`src/bmm_pkg.sv`:
```
// Shared types and constants for the banked memory mapper.
// No dependencies; used by the interfaces, the decode logic, the top level and the checker.
`default_nettype none
package bmm_pkg;

	localparam int ADDR_W   = 16;
	localparam int DATA_W   = 8;
	localparam int BANK_W   = 3;
	localparam int OFFS_W   = 14;
	localparam int ROM_W    = 2;
	localparam int CMD_W    = 3;
	localparam int KIND_W   = 2;

	typedef enum logic [CMD_W-1:0] {
		CMD_PORT_WR  = 3'd0,
		CMD_MEM_RD   = 3'd1,
		CMD_MEM_WR   = 3'd2,
		CMD_FETCH    = 3'd3,
		CMD_TRAP_CHK = 3'd4
	} cmd_t;

	typedef enum logic [KIND_W-1:0] {
		KIND_ROM     = 2'd0,
		KIND_RAM     = 2'd1,
		KIND_DISCARD = 2'd2,
		KIND_TRAP    = 2'd3
	} kind_t;

	localparam logic [ROM_W-1:0] ROM_128  = 2'd0;
	localparam logic [ROM_W-1:0] ROM_48   = 2'd1;
	localparam logic [ROM_W-1:0] ROM_DISK = 2'd2;

	localparam logic [ADDR_W-1:0] PORT_DECODE_MASK = 16'h8002;
	localparam logic [7:0]        TRAP_PAGE_HIGH   = 8'h3D;
	localparam int                LATCH_ROM48_BIT  = 4;
	localparam int                LATCH_LOCK_BIT   = 5;
	localparam logic [BANK_W-1:0] WIN1_RAM_PAGE    = 3'd5;
	localparam logic [BANK_W-1:0] WIN2_RAM_PAGE    = 3'd2;

	typedef struct packed {
		logic [CMD_W-1:0]  command;
		logic [ADDR_W-1:0] address;
		logic [DATA_W-1:0] data_byte;
	} item_t;

	typedef struct packed {
		kind_t             target_kind;
		logic [BANK_W-1:0] bank;
		logic [OFFS_W-1:0] page_offset;
		logic              write_ignored;
		logic              mapping_switched;
	} result_t;

	typedef struct packed {
		logic [DATA_W-1:0] paging_latch;
		logic [ROM_W-1:0]  rom_select;
	} map_state_t;

endpackage
`default_nettype wire

```
`src/bmm_if.sv`:
```
// Handshake channel interfaces: command items, result items, configuration writes.
// Depends on bmm_pkg for field widths.
`default_nettype none
interface bmm_in_if;
	import bmm_pkg::*;
	logic              valid;
	logic              ready;
	logic [CMD_W-1:0]  command;
	logic [ADDR_W-1:0] address;
	logic [DATA_W-1:0] data_byte;
	modport source (output valid, command, address, data_byte, input ready);
	modport sink (input valid, command, address, data_byte, output ready);
endinterface

interface bmm_out_if;
	import bmm_pkg::*;
	logic              valid;
	logic              ready;
	logic [KIND_W-1:0] target_kind;
	logic [BANK_W-1:0] bank;
	logic [OFFS_W-1:0] page_offset;
	logic              write_ignored;
	logic              mapping_switched;
	modport source (output valid, target_kind, bank, page_offset, write_ignored,
		mapping_switched, input ready);
	modport sink (input valid, target_kind, bank, page_offset, write_ignored,
		mapping_switched, output ready);
endinterface

interface bmm_cfg_if;
	import bmm_pkg::*;
	logic             valid;
	logic             ready;
	logic [ROM_W-1:0] data;
	modport source (output valid, data, input ready);
	modport sink (input valid, data, output ready);
endinterface
`default_nettype wire

```
`src/bmm_decode.sv`:
```
// Address translation, trap detection and paging-port decode for one item.
// Depends on bmm_pkg. Purely combinational.
`default_nettype none
module bmm_decode (
	input  bmm_pkg::item_t      item,
	input  bmm_pkg::map_state_t cur,
	output bmm_pkg::result_t    res,
	output bmm_pkg::map_state_t nxt
);
	import bmm_pkg::*;

	logic [1:0]        window;
	kind_t             xl_kind;
	logic [BANK_W-1:0] xl_bank;
	logic [BANK_W-1:0] rom_bank;
	logic              in_trap_page;
	logic              above_rom;
	logic              enter_disk;
	logic              leave_disk;

	assign window       = item.address[ADDR_W-1 -: 2];
	assign rom_bank     = {1'b0, cur.rom_select};
	assign in_trap_page = (item.address[ADDR_W-1 -: 8] == TRAP_PAGE_HIGH);
	assign above_rom    = (window != 2'd0);
	assign enter_disk   = (cur.rom_select == ROM_48) && in_trap_page;
	assign leave_disk   = (cur.rom_select == ROM_DISK) && above_rom;

	always_comb begin
		unique case (window)
			2'd0: begin
				xl_kind = KIND_ROM;
				xl_bank = rom_bank;
			end
			2'd1: begin
				xl_kind = KIND_RAM;
				xl_bank = WIN1_RAM_PAGE;
			end
			2'd2: begin
				xl_kind = KIND_RAM;
				xl_bank = WIN2_RAM_PAGE;
			end
			default: begin
				xl_kind = KIND_RAM;
				xl_bank = cur.paging_latch[BANK_W-1:0];
			end
		endcase
	end

	always_comb begin
		res = '0;
		nxt = cur;
		unique case (item.command)
			CMD_PORT_WR: begin
				if ((item.address & PORT_DECODE_MASK) == '0) begin
					if (cur.paging_latch[LATCH_LOCK_BIT]) begin
						res.write_ignored = 1'b1;
					end else begin
						nxt.paging_latch = item.data_byte;
						nxt.rom_select   = item.data_byte[LATCH_ROM48_BIT] ? ROM_48 : ROM_128;
					end
				end
			end
			CMD_MEM_RD: begin
				res.target_kind = xl_kind;
				res.bank        = xl_bank;
				res.page_offset = item.address[OFFS_W-1:0];
			end
			CMD_MEM_WR: begin
				res.target_kind = (xl_kind == KIND_ROM) ? KIND_DISCARD : xl_kind;
				res.bank        = xl_bank;
				res.page_offset = item.address[OFFS_W-1:0];
			end
			CMD_FETCH: begin
				res.target_kind = (enter_disk || leave_disk) ? KIND_TRAP : xl_kind;
				res.bank        = (enter_disk || leave_disk) ? rom_bank : xl_bank;
				res.page_offset = item.address[OFFS_W-1:0];
			end
			CMD_TRAP_CHK: begin
				if (enter_disk) begin
					nxt.rom_select       = ROM_DISK;
					res.mapping_switched = 1'b1;
				end else if (leave_disk) begin
					nxt.rom_select       = ROM_48;
					res.mapping_switched = 1'b1;
				end
			end
			default: begin
				// unused commands: all-zero result, no state change
			end
		endcase
	end

endmodule
`default_nettype wire

```
`src/banked_memory_mapper_with_rom_trap.sv`:
```
// Top level of the banked memory mapper: mapping state, result register, handshakes.
// Depends on bmm_pkg, the channel interfaces in bmm_if.sv and bmm_decode.
//
//  channel  | dir | payload                                          | accepted when
//  ---------+-----+--------------------------------------------------+--------------------
//  in_ch    | in  | command, address, data_byte                      | valid && ready
//  out_ch   | out | target_kind, bank, page_offset, write_ignored,   | valid && ready
//           |     | mapping_switched                                 |
//  cfg_ch   | in  | data (boot ROM bank)                             | valid && ready
//
// One item per cycle while the result side keeps ready high; the result is valid in the cycle after acceptance.
// The decode sits between the input ports and the result register; the paging
// latch and ROM select update at the same edge, so the next item sees them.
// in_ch.ready drops only while a result sits unclaimed in the output register.
// Reset clears the latch and selects the 128 ROM; a cfg write reloads the mapping
// the same way with the written boot bank (code 3 maps to the 128 ROM).
`default_nettype none
module banked_memory_mapper_with_rom_trap (
	input  wire      clk,
	input  wire      arst_n,
	bmm_in_if.sink   in_ch,
	bmm_out_if.source out_ch,
	bmm_cfg_if.sink  cfg_ch
);
	import bmm_pkg::*;

	map_state_t state_q;
	map_state_t state_nxt;
	item_t      item;
	result_t    res;
	result_t    out_q;
	logic       out_valid_q;
	logic       in_accept;
	logic       cfg_accept;

	// input can be taken whenever the result register is empty or draining
	assign in_ch.ready = !out_valid_q || out_ch.ready;
	assign in_accept   = in_ch.valid && in_ch.ready;
	// configuration is always taken
	assign cfg_ch.ready = 1'b1;
	assign cfg_accept   = cfg_ch.valid;

	assign item.command   = in_ch.command;
	assign item.address   = in_ch.address;
	assign item.data_byte = in_ch.data_byte;

	bmm_decode u_decode (
		.item (item),
		.cur  (state_q),
		.res  (res),
		.nxt  (state_nxt)
	);

	// mapping state; a config write wins over an item (never both by contract)
	always_ff @(posedge clk or negedge arst_n) begin
		if (!arst_n) begin
			state_q.paging_latch <= '0;
			state_q.rom_select   <= ROM_128;
		end else if (cfg_accept) begin
			state_q.paging_latch <= '0;
			state_q.rom_select   <= (cfg_ch.data == ROM_128 || cfg_ch.data == ROM_48 ||
				cfg_ch.data == ROM_DISK) ? cfg_ch.data : ROM_128;
		end else if (in_accept) begin
			state_q <= state_nxt;
		end
	end

	// result register valid
	always_ff @(posedge clk or negedge arst_n) begin
		if (!arst_n) begin
			out_valid_q <= 1'b0;
		end else if (in_accept) begin
			out_valid_q <= 1'b1;
		end else if (out_ch.ready) begin
			out_valid_q <= 1'b0;
		end
	end

	// result payload, no reset needed
	always_ff @(posedge clk) begin
		if (in_accept) begin
			out_q <= res;
		end
	end

	assign out_ch.valid            = out_valid_q;
	assign out_ch.target_kind      = out_q.target_kind;
	assign out_ch.bank             = out_q.bank;
	assign out_ch.page_offset      = out_q.page_offset;
	assign out_ch.write_ignored    = out_q.write_ignored;
	assign out_ch.mapping_switched = out_q.mapping_switched;

endmodule
`default_nettype wire

```
`src/flat_wrapper.sv`:
```
// flat-port wrapper written by rule: the top's interface ports become plain ports
module banked_memory_mapper_with_rom_trap_flat import bmm_pkg::*;
  (clk, arst_n, in_ch_valid, in_ch_command, in_ch_address, in_ch_data_byte, in_ch_ready, out_ch_valid, out_ch_target_kind, out_ch_bank, out_ch_page_offset, out_ch_write_ignored, out_ch_mapping_switched, out_ch_ready, cfg_ch_valid, cfg_ch_data, cfg_ch_ready);
  bmm_in_if in_ch_i ();
  bmm_out_if out_ch_i ();
  bmm_cfg_if cfg_ch_i ();
  input  wire clk;
  input  wire arst_n;
  input wire logic [$bits(in_ch_i.valid)-1:0] in_ch_valid;
  input wire logic [$bits(in_ch_i.command)-1:0] in_ch_command;
  input wire logic [$bits(in_ch_i.address)-1:0] in_ch_address;
  input wire logic [$bits(in_ch_i.data_byte)-1:0] in_ch_data_byte;
  output wire logic [$bits(in_ch_i.ready)-1:0] in_ch_ready;
  output wire logic [$bits(out_ch_i.valid)-1:0] out_ch_valid;
  output wire logic [$bits(out_ch_i.target_kind)-1:0] out_ch_target_kind;
  output wire logic [$bits(out_ch_i.bank)-1:0] out_ch_bank;
  output wire logic [$bits(out_ch_i.page_offset)-1:0] out_ch_page_offset;
  output wire logic [$bits(out_ch_i.write_ignored)-1:0] out_ch_write_ignored;
  output wire logic [$bits(out_ch_i.mapping_switched)-1:0] out_ch_mapping_switched;
  input wire logic [$bits(out_ch_i.ready)-1:0] out_ch_ready;
  input wire logic [$bits(cfg_ch_i.valid)-1:0] cfg_ch_valid;
  input wire logic [$bits(cfg_ch_i.data)-1:0] cfg_ch_data;
  output wire logic [$bits(cfg_ch_i.ready)-1:0] cfg_ch_ready;
  assign in_ch_i.valid = in_ch_valid;
  assign in_ch_i.command = in_ch_command;
  assign in_ch_i.address = in_ch_address;
  assign in_ch_i.data_byte = in_ch_data_byte;
  assign in_ch_ready = in_ch_i.ready;
  assign out_ch_valid = out_ch_i.valid;
  assign out_ch_target_kind = out_ch_i.target_kind;
  assign out_ch_bank = out_ch_i.bank;
  assign out_ch_page_offset = out_ch_i.page_offset;
  assign out_ch_write_ignored = out_ch_i.write_ignored;
  assign out_ch_mapping_switched = out_ch_i.mapping_switched;
  assign out_ch_i.ready = out_ch_ready;
  assign cfg_ch_i.valid = cfg_ch_valid;
  assign cfg_ch_i.data = cfg_ch_data;
  assign cfg_ch_ready = cfg_ch_i.ready;
  banked_memory_mapper_with_rom_trap u_core (.clk(clk), .arst_n(arst_n), .in_ch(in_ch_i), .out_ch(out_ch_i), .cfg_ch(cfg_ch_i));
endmodule
```
`config.mk`:
```
export PLATFORM = sky130hd
export DESIGN_NAME = banked_memory_mapper_with_rom_trap_flat
export DESIGN_NICKNAME = d
export VERILOG_FILES = /design/src/bmm_pkg.sv /design/src/bmm_if.sv /design/src/bmm_decode.sv /design/src/banked_memory_mapper_with_rom_trap.sv /design/src/flat_wrapper.sv
export SDC_FILE = /design/constraint.sdc
export NUM_CORES = 1
export LEC_CHECK = 0
export BUFFER_PORTS_ARGS = -buffer_cell sky130_fd_sc_hd__buf_2
export CORE_ASPECT_RATIO = 2
export CORE_MARGIN = 5
export CORE_UTILIZATION = 45
export DETAILED_ROUTE_END_ITERATION = 8
export PLACE_DENSITY = 0.73
export SKIP_CTS_REPAIR_TIMING = 1
export SYNTH_ARGS = -nofsm -noshare
export SYNTH_HDL_FRONTEND = slang
export SYNTH_HIERARCHICAL = 1
export SYNTH_SLANG_ARGS = --single-unit
```
`constraint.sdc`:
```
create_clock -name clk -period 6.53 [get_ports clk]
set_clock_uncertainty 0.2 [all_clocks]
set_input_delay 0.653 -clock clk [delete_from_list [all_inputs] [get_ports clk]]
set_output_delay 0.653 -clock clk [all_outputs]
set_load 0.01 [all_outputs]
```
==> out/metrics.cfg, run 1 <==
[clock_tree]
clock-sinks = 28
clock_latency_ns = 0.27
root_buffer = clkbuf_8
cts_tree = built
clock_path_buffers = 2
cts_max_level = 1
clk_pin_slew_worst_paths_ns = 0.09
cts_made_buffers = 3

[floorplanning]
start_util_pct = 47.2
die_y_um = 89.0
dieArea_sq_um = 4410
row_count = 28
pin_count = 58
die_w_um = 49.5
core_sq_um = 2980

[finish]
seq_area_sq_um = 806
n_antenna_cell = 0
final_net_count = 205
final_layout_size_suffix_gt1_share_pct = 40.0
fillCellCount = 266
multi_input_area_sq_um = 528
area_growth_pct = 23.0
instances_no_fill = 200

[logic_synthesis]
synth_area_sq_um = 1410
syn-instance-count = 118
synth_area_per_cell_sq_um = 11.9
syn_nets = 152
ys.warnings.count = 6

[pwr]
vdd_ir_drop_max_uv = 145
power_density_nw_per_um2 = 211
power.leakage_nw = 0.782

[drt]
drt-total-wl_mm = 3.11
drtPass1Iterations = 4
via_count = 1101
drc = 0
avgViaCountPerCell = 5.51
wl_per_cell_um = 15.6
drt_iter0_drc = 22
ant_nets = 0

[setup_path]
critical_path_peak_fanout = 8
r2r_cells = 5
timing.reg2reg.setup_slack_ns = 4.73
r2r_start = u_core/state_q[1]
setup.worst_path.class = input pin to primary output
worstSetupStartpointType = input pin
worstPathRequired_ns = 5.68
setup.worst_path.start = out_ch_ready
arrival_ns = 1.24
r2r_end = u_core/state_q[0]
endpoint = in_ch_ready
end_kind = primary output

[placed_design]
numPortBuffers = 53
gp_congestion = 0.871
dp.cells = 195
dp_hpwl_mm = 2.49

[grt]
grt-ovfl-total = 0
grt_start_max_net_pins = 22
grt_pass1_wl_mm = 5.03
first_global_vias = 1132
antenna_found_initial = 0
grt_use_total_pct = 14.4

[outcome]
status = complete, no violations

[hold_path]
min_path_type = flip-flop to flip-flop

[timing]
fin_crit_sh_pct = 32.1
finalSetupViolCount = 0
finalHoldViolations = 0
finalCriticalPeriod_ns = 2.10
slew_violations = 0
max_freq_ghz = 0.477
finalSetupTns_ns = 0
rsz0062_at_grt = false

[run]
cap_violations = 0

final cells by class:
class                      instances  area share (%)
multi-input combinational         78            30.6
timing repair buffer              55            16.4
inverter                           5            1.09
sequential                        28            46.6
clock buffer                       4            3.19
tap                               30            2.17
where the power goes:
group | switching (mW) | internal (mW) | total (mW) | leakage (nW)
Sequential | 0.00366 | 0.202 | 0.206 | 0.298
Clock | 0.0493 | 0.0539 | 0.103 | 0.0288
Combinational | 0.0310 | 0.0237 | 0.0546 | 0.455
flip-flops by register name (all words and copies together), names as in the netlist:
register and flops:
u_core/out_ch.bank 3, u_core/out_ch.mapping_switched 1, u_core/out_ch.page_offset 14, u_core/out_ch.target_kind 2, u_core/out_ch.valid 1, u_core/out_ch.write_ignored 1
u_core/state_q 6
per-stage QoR:
stage               hold slack (ns)  utilization (%)  power [mW]  cell area (sq um)  setup slack (ns)
floorplan                     0.157                -       0.241               1410              4.17
global placement              0.294             55.8       0.262               1660              4.22
detailed placement            0.299             55.8       0.265               1660              4.21
CTS                        -0.00382             57.7       0.369               1720              4.43
global route                  0.403             58.0       0.383               1730              4.37
finish                        0.355             58.0       0.364               1730              4.43
cells in the final DEF (no fill, tap or decap), types with 2 or more instances in the layout:
cell type and instances:
a22oi_1 2, nand2_1 3, dfrtp_1 7, a31oi_1 3, clkbuf_8 4, nand2b_1 2
a21oi_1 6, nand3_1 7, and2_1 15, mux2_1 2, buf_2 53, o21ai_0 9
inv_1 4, edfxtp_1 21, nor2_1 3
how the worst min path moves through the flow:
stage	start	end	slack [ns]	cells past startpoint
finish	u_core/state_q[4]	u_core/state_q[4]	0.35	2
CTS	arst_n	u_core/state_q[4]	-0.004	1
detailed placement	arst_n	u_core/state_q[4]	0.30	1
global route	u_core/state_q[4]	u_core/state_q[4]	0.40	2
global placement	arst_n	u_core/state_q[7]	0.29	1
floorplan	arst_n	u_core/out_ch.valid	0.16	0
routing by layer:
metal  up-vias  part of all wire [%]  track usage [%]
li1        537                     -                -
met1       517                    35             13.8
met2        45                    56             28.7
met3         2                   8.2             3.51
met4         0                  0.68             5.01
met5         -                     0                0
worst max-delay path, stage by stage:
cell and delay (ns):
buf_2 0.11, nor2b_4 0.21, inv_2 0.11, buf_2 0.16
Power figures use the tool's default switching activity.
==> inputs of run 2 (changes only) <==
Settings changed: CORE_UTILIZATION 45 to 44, PLACE_DENSITY 0.73 to 0.75.
Clock period 6.53 ns to 1.7 ns, I/O delays scaled along.
==> run 2 against run 1 <==
The flow now finishes with violations (negative hold slack, negative setup slack). Power rose to 4.0 times the previous value. Non-clock buffer count is 24 higher. Die area rose by 1.9%. Design area increased by 15%. Via count rose by 9.5%. Register-to-register slack got worse by 4.8 ns. Sequential power grew to 3.8 times the previous value. Routed wire length increased by 12%. Global-route usage increased by 0.63 points. Combinational power grew to 5.0 times the previous value. Critical path depth is 1 higher. Core utilization rose by 5.6 points. Critical endpoint is now u_core/state_q[0].
==> out/metrics.cfg, run 2 (synthesis results as in run 1) <==
[finish]
final_net_count = 229
fillCellCount = 253
final_cell_mix = buf_2 (53), edfxtp_1 (21), dlygate4sd3_1 (16)
n_antenna_cell = 0
area_growth_pct = 41.3
final_core_util_pct = 63.6
largest_reg_flops = 14
seq_area_sq_um = 806
final_layout_size_suffix_gt1_share_pct = 41.2
multi_input_area_sq_um = 554
final_common_cell = buf_2

[pwr]
p_seq_share_pct = 53.6
power.internal_mw = 1.12
vdd_ir_drop_max_uv = 557
switchingPower_mw = 0.348
fin_total_pwr_mw = 1.47
power_density_nw_per_um2 = 740
power.leakage_nw = 0.893
pwr-share-clk_pct = 27.8
p_sw_share_pct = 23.7
comb_power_share_pct = 18.6

[drt]
ant_nets = 0
wl_per_cell_um = 15.5
drt_iter0_drc = 39
drt-total-wl_mm = 3.50
drtPass1Iterations = 4
avgViaCountPerCell = 5.36
via_count = 1206
drc = 0

[grt]
grt_pass1_wl_mm = 5.40
grt-ovfl-total = 0
grt_use_met2_pct = 29.1
first_global_vias = 1261
grt_use_total_pct = 15.0
antenna_found_initial = 0
busiest_layer = met2
grt_start_max_net_pins = 22
grt_use_met3_pct = 2.48
grt_use_met1_pct = 14.6

[setup_path]
timing.reg2reg.setup_slack_ns = -0.09
worstPathRequired_ns = 1.66
arrival_ns = 1.75
cpLargestDelayFamily = compound AO/OA/AOI/OAI gates
critical_path_peak_fanout = 3
worstSetupStartpointType = flip-flop
critPathSlowestCell = dfrtp_1
slowest_delay_ns = 0.41
critical_path_buf_inv_count = 0
cp_cell_sequence = and4bb_2, nand4b_4, a221o_1, a31oi_1, a22oi_1
setup.worst_path.class = flip-flop to flip-flop
end_kind = flip-flop

[clock_tree]
cts_made_buffers = 3
cts_tree = built
clock_latency_ns = 0.28
clock-sinks = 28
clock_path_buffers = 2
cts_max_level = 1
root_buffer = clkbuf_8
clk_pin_slew_worst_paths_ns = 0.09

[timing]
finalHoldViolations = 1
finalSetupViolCount = 1
rsz0062_at_grt = true
slew_violations = 0
fin_ws_ns = -0.0871
timing.hold.ws_ns = -0.00393
finalSetupTns_ns = -0.0871
fin_crit_sh_pct = 105
finalCriticalPeriod_ns = 1.79
max_freq_ghz = 0.560

[floorplanning]
dieArea_sq_um = 4490
die_w_um = 50.0
die_y_um = 89.9
core_sq_um = 3120
row_count = 29
pin_count = 58
start_util_pct = 45.0

[run]
cap_violations = 0

[placed_design]
numPortBuffers = 53
dp_hpwl_mm = 2.65
gp_congestion = 0.871
dp_slack_ns = -0.0852

[outcome]
violations = negative hold slack, negative setup slack
status = finished, violations left

[hold_path]
min_path_type = input pin to flip-flop

-- run 2: cell count changes in the layout (fill, tap and decap cells not counted), sizes merged --
| cell | delta |
|---|---|
| buf | +9 |
| dlygate4sd3 | +15 |
-- run 2: path summary, 6_finish.rpt --
check	start	endpoint	cells past startpoint
setup / recovery	u_core/state_q[1]	u_core/state_q[0]	5
max in group asynchronous	arst_n	u_core/state_q[4]	2
setup reg to reg	u_core/state_q[1]	u_core/state_q[0]	5
hold reg to reg	u_core/state_q[4]	u_core/state_q[4]	2
min in group asynchronous	arst_n	u_core/state_q[2]	2
hold / removal	in_ch_address[13]	u_core/out_ch.page_offset[13]	2
-- run 2: worst register-to-register path, stage by stage (launching register included) --
cell and delay [ns]:
dfrtp_1 0.41, and4bb_2 0.36, nand4b_4 0.11, a221o_1 0.31, a31oi_1 0.18, a22oi_1 0.11
-- run 2: layout make-up --
class | count | area share, %
inverter | 5 | 0.945
clock buffer | 4 | 2.77
sequential | 28 | 40.6
tap | 31 | 1.95
multi-input combinational | 78 | 27.9
timing repair buffer | 79 | 25.8
-- run 2: per-layer routing --
layer / wire [um] / part of all wire (%)
met3: 252 / 7.2
met4: 57 / 1.6
met2: 2050 / 59
met1: 1140 / 33
met5: 0 / 0
-- run 2: per-stage QoR --
stage	hold slack (ns)	cell area, sq um	instances
floorplan	-0.326	1410	118
global placement	-0.185	1740	203
detailed placement	-0.180	1740	203
CTS	-0.485	1790	207
global route	0.00590	1990	225
finish	-0.00393	1990	225
-- run 2: power groups by stage --
stage	combinational, mW	sequential (mW)	clock (mW)
global route	0.298	0.792	0.443
detailed placement	0.236	0.804	0
global placement	0.230	0.802	0
floorplan	0.105	0.823	0
CTS	0.237	0.789	0.420
finish	0.273	0.788	0.408
==> inputs of run 3 (changes only) <==
Settings changed: CORE_MARGIN 5 to default, GPL_TIMING_DRIVEN from default to 0, MAX_ROUTING_LAYER from default to met4.
==> run 3 against run 2 <==
Clock power about the same. Critical path depth unchanged. Highest routed layer unchanged. Die area is 23% lower. Critical endpoint unchanged. The flow still finishes with violations (negative hold slack, negative setup slack). Clock-buffer cell count stayed put.
==> out/metrics.cfg, run 3 (synthesis results as in run 1) <==
[setup_path]
cp.depth = 5
slowest_delay_ns = 0.43
r2r_start = u_core/state_q[1]
r2r_cells = 5
cp_cell_sequence = and4bb_2, nand4b_4, a221o_1, a31oi_1, a22oi_1
setup.worst_path.class = flip-flop to flip-flop
worstPathRequired_ns = 1.65
end_kind = flip-flop
critical_path_buf_inv_count = 0
timing.reg2reg.setup_slack_ns = -0.10
critical_path_peak_fanout = 4
arrival_ns = 1.75
r2r_end = u_core/state_q[0]
cpLargestDelayFamily = compound AO/OA/AOI/OAI gates
worstSetupStartpointType = flip-flop
critPathSlowestCell = dfrtp_1

[grt]
antenna_found_initial = 0
grt_pass1_wl_mm = 4.72
grt-ovfl-total = 0
grt_start_max_net_pins = 22
first_global_vias = 1066
grt_use_total_pct = 19.1

[clock_tree]
clock_latency_ns = 0.28
cts_max_level = 1
clock-sinks = 28
cts_made_buffers = 3
cts_tree = built
root_buffer = clkbuf_8
clock_path_buffers = 2
clk_pin_slew_worst_paths_ns = 0.09

[timing]
rsz0062_at_grt = true
slew_violations = 0
max_freq_ghz = 0.555
timing.hold.ws_ns = -0.00789
fin_crit_sh_pct = 106
finalSetupViolCount = 1
finalSetupTns_ns = -0.101
fin_ws_ns = -0.101
finalHoldViolations = 2
finalCriticalPeriod_ns = 1.80

[drt]
avgViaCountPerCell = 5.36
drt-total-wl_mm = 3.27
drt_iter0_drc = 25
drtPass1Iterations = 4
drc = 0
via_count = 1185
ant_nets = 0
wl_per_cell_um = 14.8

[hold_path]
hold_end = u_core/out_ch.page_offset[11]
min_path_type = input pin to flip-flop
worst_hold_path.num_cells = 2
holdCritStartpoint = in_ch_address[11]

[finish]
final_common_cell = buf_2
largest_reg_flops = 14
fin_area_sq_um = 1950
n_antenna_cell = 0
area_growth_pct = 38.8
seq_area_sq_um = 807
instances_no_fill = 221
final_net_count = 226
final_cell_mix = buf_2 (53), edfxtp_1 (21), and2_1 (15)
final_layout_size_suffix_gt1_share_pct = 42.4
multi_input_area_sq_um = 569
fillCellCount = 252

[placed_design]
postPlaceCellArea_sq_um = 1720
numPortBuffers = 53
gp_congestion = 0.830
dp_hpwl_mm = 2.32
dp.cells = 201

[run]
cap_violations = 0

[floorplanning]
core_sq_um = 3010
die_w_um = 42.0
die_y_um = 81.9
dieArea_sq_um = 3440
pin_count = 58
start_util_pct = 46.6
row_count = 28

[outcome]
violations = negative hold slack, negative setup slack
status = finished, violations left

[pwr]
power_density_nw_per_um2 = 751
power.leakage_nw = 0.869
fin_total_pwr_mw = 1.46
vdd_ir_drop_max_uv = 630

[run 3: cell count changes in the layout (fill, tap and decap cells not counted), moves of 2 or more]
cell,before,now
buf_4,9,5
dlygate4sd3_1,16,13
buf_6,0,2
clkbuf_1,0,2
mux2_1,2,0
mux2_4,0,2
nand3_1,7,5
nand3_2,0,2
[run 3: layout make-up]
class	count	share of cell area, %
well taps	30	1.92
flip-flops and latches	28	41.4
plain buffers	7	2.69
clock buffers	4	2.82
multi-input cells	79	29.2
repair buffers	68	21.0
inverters	5	0.962
[run 3: where the power goes]
part | internal, mW | total (mW) | switching, mW
clock | 0.208 | 0.411 | 0.204
combinational | 0.128 | 0.261 | 0.133
sequential | 0.777 | 0.792 | 0.0141
total | 1.11 | 1.46 | 0.351
[run 3: layer usage]
| metal | global-route usage, % | part of all wire [%] | vias to the layer above |
|---|---|---|---|
| met5 | - | 0 | - |
| met4 | 12.6 | 2.8 | 0 |
| met3 | 2.42 | 5.9 | 8 |
| met2 | 33.6 | 55 | 61 |
| met1 | 19.5 | 36 | 539 |
| li1 | - | - | 577 |
[run 3: per-stage QoR]
step	utilization (%)	setup WS, ns
2_1_floorplan	-	0.0265
3_3_place_gp	56.9	-0.112
3_5_place_dp	56.9	-0.124
4_1_cts	58.8	-0.123
5_1_grt	64.7	-0.159
6_report	64.7	-0.101
[run 3: worst max path at each step]
stage	slack, ns	start	end
4_1_cts	-0.12	u_core/state_q[1]	u_core/state_q[0]
3_5_place_dp	-0.12	in_ch_command[1]	u_core/state_q[0]
2_1_floorplan	0.03	u_core/state_q[1]	u_core/state_q[0]
3_3_place_gp	-0.11	in_ch_command[1]	u_core/state_q[0]
5_1_grt	-0.16	u_core/state_q[1]	u_core/state_q[0]
6_report	-0.10	u_core/state_q[1]	u_core/state_q[0]
